==> src/hdl/v3a_pkg.sv <==
// Package for the three-component fixed-point vector unit.
// Mode codes, widths, pipeline sideband types and the saturation helper.
// No dependencies.
package v3a_pkg;

  typedef enum logic [3:0] {
    MODE_NEG   = 4'd0,
    MODE_ADD_S = 4'd1,
    MODE_ADD   = 4'd2,
    MODE_SUB_S = 4'd3,
    MODE_SUB   = 4'd4,
    MODE_MUL_S = 4'd5,
    MODE_DOT   = 4'd6,
    MODE_CROSS = 4'd7,
    MODE_MAG   = 4'd8,
    MODE_UNIT  = 4'd9,
    MODE_EQ    = 4'd10
  } mode_t;

  localparam int WORD_W   = 32;          // Q-format word
  localparam int SQ_W     = 64;          // squares, sums, radicands
  localparam int ROOT_W   = 33;          // rounded root of a 64-bit value
  localparam int SQRT_LAT = SQ_W / 2 + 1; // one stage per root bit, plus rounding
  localparam int WIDE_W   = 66;          // headroom for sums before saturation
  localparam int KW       = 5;           // normalization shift count (0..30)
  localparam int NORM_TOP = 60;          // normalized radicand is at least 2^60

  typedef logic [WORD_W-1:0] word_t;
  typedef logic [2:0][WORD_W-1:0] vec_t;   // [0] = x, [1] = y, [2] = z

  typedef struct packed {
    logic [SQ_W-1:0] s;
    logic [KW-1:0]   k;
  } norm_t;

  // Per-item data that rides alongside the root and divide pipelines.
  typedef struct packed {
    mode_t         mode;
    vec_t          a;
    vec_t          b;
    vec_t          res;   // result of the short modes
    logic          eq;
    logic          za;    // first vector is zero
    logic          zb;    // second vector is zero
    logic [KW-1:0] ka;
    logic [KW-1:0] kb;
    word_t         mag;   // saturated magnitude of the first vector
  } side_t;

  localparam logic signed [WIDE_W-1:0] SAT_HI = WIDE_W'(64'sh7FFF_FFFF);
  localparam logic signed [WIDE_W-1:0] SAT_LO = -SAT_HI - WIDE_W'(1);

  function automatic word_t sat_word(input logic signed [WIDE_W-1:0] v);
    if (v > SAT_HI) begin
      return 32'h7FFF_FFFF;
    end else if (v < SAT_LO) begin
      return 32'h8000_0000;
    end else begin
      return v[WORD_W-1:0];
    end
  endfunction

endpackage

==> src/hdl/v3a_sqrt.sv <==
// Pipelined rounded integer square root, one result bit per stage.
// Depends on v3a_pkg (SQ_W, ROOT_W).
module v3a_sqrt import v3a_pkg::*; (
  input  logic              clk,
  input  logic [SQ_W-1:0]   rad,
  output logic [ROOT_W-1:0] root
);

  localparam int STEPS = SQ_W / 2;

  logic [SQ_W-1:0]   rem_r [STEPS];
  logic [SQ_W-1:0]   acc_r [STEPS];
  logic [ROOT_W-1:0] root_r;

  for (genvar i = 0; i < STEPS; i++) begin : g_step
    localparam logic [SQ_W-1:0] BIT = SQ_W'(1) << (SQ_W - 2 - 2 * i);
    logic [SQ_W-1:0] rem_in;
    logic [SQ_W-1:0] acc_in;
    logic [SQ_W-1:0] trial;

    if (i == 0) begin : g_first
      assign rem_in = rad;
      assign acc_in = '0;
    end else begin : g_next
      assign rem_in = rem_r[i-1];
      assign acc_in = acc_r[i-1];
    end

    assign trial = acc_in + BIT;

    always_ff @(posedge clk) begin
      if (rem_in >= trial) begin
        rem_r[i] <= rem_in - trial;
        acc_r[i] <= (acc_in >> 1) + BIT;
      end else begin
        rem_r[i] <= rem_in;
        acc_r[i] <= acc_in >> 1;
      end
    end
  end

  // round to nearest: bump when the remainder exceeds the root
  always_ff @(posedge clk) begin
    root_r <= acc_r[STEPS-1][ROOT_W-1:0]
              + ROOT_W'(rem_r[STEPS-1] > acc_r[STEPS-1]);
  end

  assign root = root_r;

endmodule

==> config.mk <==
export PLATFORM = sky130hd
export DESIGN_NAME = v3a_sqrt
export DESIGN_NICKNAME = d
export VERILOG_FILES = /design/src/hdl/v3a_pkg.sv /design/src/hdl/v3a_sqrt.sv
export SDC_FILE = /design/constraint.sdc
export NUM_CORES = 2
export LEC_CHECK = 0
export BUFFER_PORTS_ARGS = -buffer_cell sky130_fd_sc_hd__buf_2
export CORE_AREA = 2 2 580 582
export CTS_BUF_LIST = sky130_fd_sc_hd__clkbuf_2 sky130_fd_sc_hd__clkbuf_4 sky130_fd_sc_hd__clkbuf_8
export CTS_CLUSTER_SIZE = 20
export DETAILED_ROUTE_END_ITERATION = 8
export DIE_AREA = 0 0 582 584
export SYNTH_ARGS = -nofsm -noshare
export SYNTH_HDL_FRONTEND = slang
export SYNTH_SLANG_ARGS = --single-unit
==> constraint.sdc <==
create_clock -name clk -period 9.1 [get_ports clk]
set_clock_uncertainty 0.15 [all_clocks]
set_input_delay 0.455 -clock clk [delete_from_list [all_inputs] [get_ports clk]]
set_output_delay 0.455 -clock clk [all_outputs]
set_load 0.05 [all_outputs]
* Word level (Yosys, flattened, before mapping)
Memories as Yosys holds them, arrays and structs flattened.
Index checks and enable logic that the tools add are counted.
** Storage, ports and cells
- Flip-flop bits (word level) :: 33
- Bits in latches :: 0
- RAM bits :: 4096
- ROM bits :: 0
- Input bits :: 65
- Output and inout port bits :: 33
- Logic and storage cells :: 355
- Memories :: 2
** Memories
- acc_r :: words 32, bits a word 64, read ports 32, clocked after memory_dff 0, write ports 32, line v3a_sqrt.sv:12 : logic [SQ_W-1:0] acc_r [STEPS];
- rem_r :: words 32, bits a word 64, read ports 32, clocked after memory_dff 0, write ports 32, line v3a_sqrt.sv:11 : logic [SQ_W-1:0] rem_r [STEPS];
** Operators by class
- $add $sub $neg :: 95
- Multiply operators :: 0
- Div/mod/pow operators :: 0
- $lt $le $gt $ge :: 33
- Eq/ne operators :: 0
- Shifts and indexed selects :: 0
- Mux-type cells :: 160
- Bitwise gates (word level) :: 64
- Reductions and logical operators :: 0
** Operators by type and width (number)
- 2-to-1 mux 64 bit :: 64
- >= comparator 64 bit :: 31
- subtractor 64 bit :: 31
- 2-to-1 mux 1 bit :: 96
- adder 63 x 1 -> 64 bit (second input constant) :: 1
- adder 63 x 11 -> 64 bit (second input constant) :: 1
- adder 63 x 13 -> 64 bit (second input constant) :: 1
- adder 63 x 15 -> 64 bit (second input constant) :: 1
- adder 63 x 17 -> 64 bit (second input constant) :: 1
- adder 63 x 19 -> 64 bit (second input constant) :: 1
- adder 63 x 21 -> 64 bit (second input constant) :: 1
- adder 63 x 23 -> 64 bit (second input constant) :: 1
- adder 63 x 25 -> 64 bit (second input constant) :: 1
- adder 63 x 27 -> 64 bit (second input constant) :: 1
- adder 63 x 29 -> 64 bit (second input constant) :: 1
- adder 63 x 3 -> 64 bit (second input constant) :: 1
- adder 63 x 31 -> 64 bit (second input constant) :: 1
- adder 63 x 33 -> 64 bit (second input constant) :: 1
- adder 63 x 35 -> 64 bit (second input constant) :: 1
- adder 63 x 37 -> 64 bit (second input constant) :: 1
- adder 63 x 39 -> 64 bit (second input constant) :: 1
- adder 63 x 41 -> 64 bit (second input constant) :: 1
- adder 63 x 43 -> 64 bit (second input constant) :: 1
- adder 63 x 45 -> 64 bit (second input constant) :: 1
- other kinds (47) :: 110

* Longest topological paths before layout
An unclocked memory read counts as a cell.
- Depth after elaboration :: 6
- Depth in mapped cells :: 20
- Gate-level depth less buffers :: 20

* Worst setup path before layout
Ideal clock, no wire load.
- Path kind :: flip-flop to flip-flop
- Start :: memory acc_r[31][1] (netlist: acc_r[1][961])
- End :: register root_r[32] (netlist: root[32])
- Library setup time :: 116 ps
- Data arrival time :: 3435 ps
- Data required time :: 8834 ps
- Path slack :: 5399 ps
- Stages on the path, launching flop included :: 19
- Path buffers :: 0
- Clock period less this slack :: 3701 ps
- Path through :: dfxtp_1 -> inv_1 -> ha_1 -> nor2b_1 -> o21ai_0 -> nand2b_1 -> a21oi_1 -> nor2_1 -> a211oi_1 -> nor2_1 -> a2111oi_0 -> a211oi_1 -> or4_1 -> ha_1 -> ha_1 -> and3_1 -> and2_1 -> and3b_1 -> and3_1
** RTL lines
- start, declared :: line v3a_sqrt.sv:12
- end signal, assigned :: line v3a_sqrt.sv:44 : root_r <= acc_r[STEPS-1][ROOT_W-1:0]
- end, declared :: line v3a_sqrt.sv:13 : logic [ROOT_W-1:0] root_r;

==> metrics.yaml <==
timing:
  fin_crit_ns: 5.128
  slew_headroom: 0.1872
  fin_tns_setup_ns: 0
  tightest_slew_ns: 1.208
  fin_crit_sh: 0.5635
  hold_violations: 0
  whs_ns: 0.1575
  fmax_mhz: 195.0
  maxSlewViolCount: 0
  rsz0062_at_grt: "no"
  setup_violations: 0
clocking:
  cts_tree: "done"
  cts_root_buffer: "clkbuf_8"
  clkLatencyLatePin_ns: 1.02
  cts_hold_buf: 128
  cts-buffers-inserted: 379
  clk_pin_slew_ns: 0.07
  htree_levels: 5
  cts_sinks: 2609
  ctsResizeCount: 0
  cts_setup_buffers: 0
  ctsLongestPathBuffers: 4
setup_path:
  critPathLaunchType: "flop"
  crit_arrival_ns: 5.84
  critPathRequiredTime_ns: 9.82
  cp_max_fo: 54
  endpoint_kind: "flop"
  path_class: "reg -> reg"
die:
  die_h_um: 584
  die-area_mm2: 0.3399
  die_w_um: 582
  num_io_pins: 98
  core_area_mm2: 0.3329
  start_util: 0.2998
  rows: 212
yosys:
  synthCells: 10127
  synth_area_mm2: 0.09980
  syn-num-nets: 10786
  ys_warn_count: 0
  synth_cell_type_count: 93
  ys.flop_type: "dfxtp_1"
  avgSynthCellArea_um2: 9.855
  synth_top_area_cell: "dfxtp_1"
  synthTopCellsByArea: "dfxtp_1 (52%), ha_1 (7.4%), xnor2_1 (4.4%), xor2_1 (4.1%), a21oi_1 (3.3%)"
  ys_ff_latch: 2609
  netlist.area_leader.share: 0.5234
  seq_area_frac_synth: 0.5234
  async_flop_share: 0
  synth-edff-count: 0
cells_and_area:
  nets: 11239
  finalNonFillerCells: 15257
  n_fill_cell: 33635
  syn2layout_area_growth_pct: 15.22
  layout-drive-gt1-share: 0.09093
route:
  drtAntennaViolNets: 0
  num_vias: 70467
  wire_per_inst_um: 15.48
  dr.max_layer_used: "met4"
  drt_pass1_iterations: 7
  wl_met1_um: 92690
  viasPerCell: 4.619
  wirelength_um: 236200
  wl_met2_um: 122800
  met3RoutedLength_um: 7419
  drt-initial-drc-count: 3196
  drc: 0
place:
  place_hpwl_um: 181500
  port_buffers: 97
  dp.cells: 14458
  gp_congestion: 0.9139
power:
  power_density_mw_per_mm2: 300.0
  ir_drop_mv: 0.1862
  power_leakage_nw: 52.25
grt:
  grt_max_degree: 62
  grt_pass1_vias: 71135
  grt_overflow: 0
  grt_pass1_wl_um: 372700
  grt_antenna_before_repair: 2
  grt_usage: 0.1346
status:
  outcome: "completed"
hold_path:
  hold_class: "reg -> reg"
flow_run:
  drv_cap: 0
-- where the power goes --
group | internal, mW | switching [mW] | total [mW]
Clock | 5.58 | 4.38 | 9.96
Sequential | 14.1 | 2.07 | 16.1
Combinational | 3.78 | 4.63 | 8.41
Total | 23.4 | 11.1 | 34.5
-- synthesized netlist by cell type (21+ instances only) --
library cell / n
a211oi_1: 51
a21boi_0: 25
a21o_1: 245
a21oi_1: 666
a31oi_1: 52
and2_1: 38
and3_1: 45
clkbuf_1: 168
dfxtp_1: 2609
ha_1: 594
inv_1: 749
mux2_2: 83
nand2_1: 665
nand2b_1: 119
nand3_1: 137
nand3b_1: 31
nand4_1: 169
nand4b_1: 21
nor2_1: 717
nor2b_1: 84
nor3_1: 282
nor3b_1: 22
nor4_1: 348
nor4b_1: 37
o211ai_1: 30
o21a_1: 80
o21ai_0: 464
o21bai_1: 52
o31ai_1: 47
or2_2: 52
or3_1: 122
or4_1: 81
xnor2_1: 502
xor2_1: 462
-- state kept, by name, summed over array words and instances (netlist names) --
signal and flops:
acc_r 528, rem_r 2048, root 33
-- final cells by class --
| type | instances | area, um^2 | area share |
|---|---|---|---|
| Antenna cell | 4 | 10.01 | 0.00008705 |
| Timing Repair Buffer | 261 | 2037 | 0.01771 |
| Inverter | 753 | 2829 | 0.02460 |
| Sequential cell | 2609 | 52230 | 0.4542 |
| Clock buffer | 601 | 7584 | 0.06595 |
| Tap cell | 4387 | 5489 | 0.04774 |
| Clock inverter | 66 | 680.7 | 0.005919 |
| Multi-Input combinational cell | 6576 | 44130 | 0.3838 |
-- final timing paths --
| path | from | to | slack (ns) | cells past startpoint |
|---|---|---|---|---|
| worst max-delay path | acc_r[1][668] | rem_r[1][759] | 3.97 | 12 |
| worst min-delay path | rem_r[0][15] | rem_r[0][79] | 0.16 | 0 |
| worst max register to register | acc_r[1][668] | rem_r[1][759] | 3.97 | 12 |
| worst min register to register | rem_r[0][15] | rem_r[0][79] | 0.16 | 0 |
-- metal layers --
metal	vias up	track usage
li1	36117	-
met1	32326	0.1392
met2	1406	0.2570
met3	618	0.01896
met4	0	0.07765
met5	-	0
-- logic make-up after synthesis --
logic type,Yosys count,synth area share
and+or+nand+nor,3026,0.1549
AOI/OAI and AO/OA,1896,0.1164
DFF,2609,0.5234
xor gates and xnor gates,964,0.08460
adders and majority gates,594,0.07447
buffers and inverters,942,0.03559
muxes,96,0.01068
-- stage by stage --
step	setup WS (ns)	util	total power, mW	cell area [um^2]
after detailed placement	4.067	0.3167	24.70	105400
after CTS	4.049	0.3454	34.77	115000
after global placement	4.033	0.3167	24.65	105400
after floorplan	5.399	-	22.24	99800
after global routing	3.670	0.3454	36.61	115000
final	3.972	0.3454	34.50	115000
-- critical path: stages, from the launching register on --
cell and delay [ns]:
dfxtp_1 0.38, inv_1 0.06, ha_1 0.41, nand4_1 0.28, nor4_1 1.02, o21ai_0 0.57
a31oi_1 0.47, or3_2 0.20, buf_4 0.45, and3b_1 0.36, nand3_1 0.24, nor4_1 0.28
xor2_1 0.17
-- cell usage in the layout (no fill, tap or decap), types with 121 or more instances in the layout --
cell type,count
a21o_1,245
a21oi_1,664
clkbuf_8,491
dfxtp_1,2609
dlygate4sd3_1,128
ha_1,594
inv_1,749
nand2_1,665
nand3_1,136
nand4_1,169
nor2_1,717
nor3_1,281
nor4_1,347
o21ai_0,464
or3_1,121
xnor2_1,502
xor2_1,462
No activity file was read; power rests on OpenSTA's default activity.
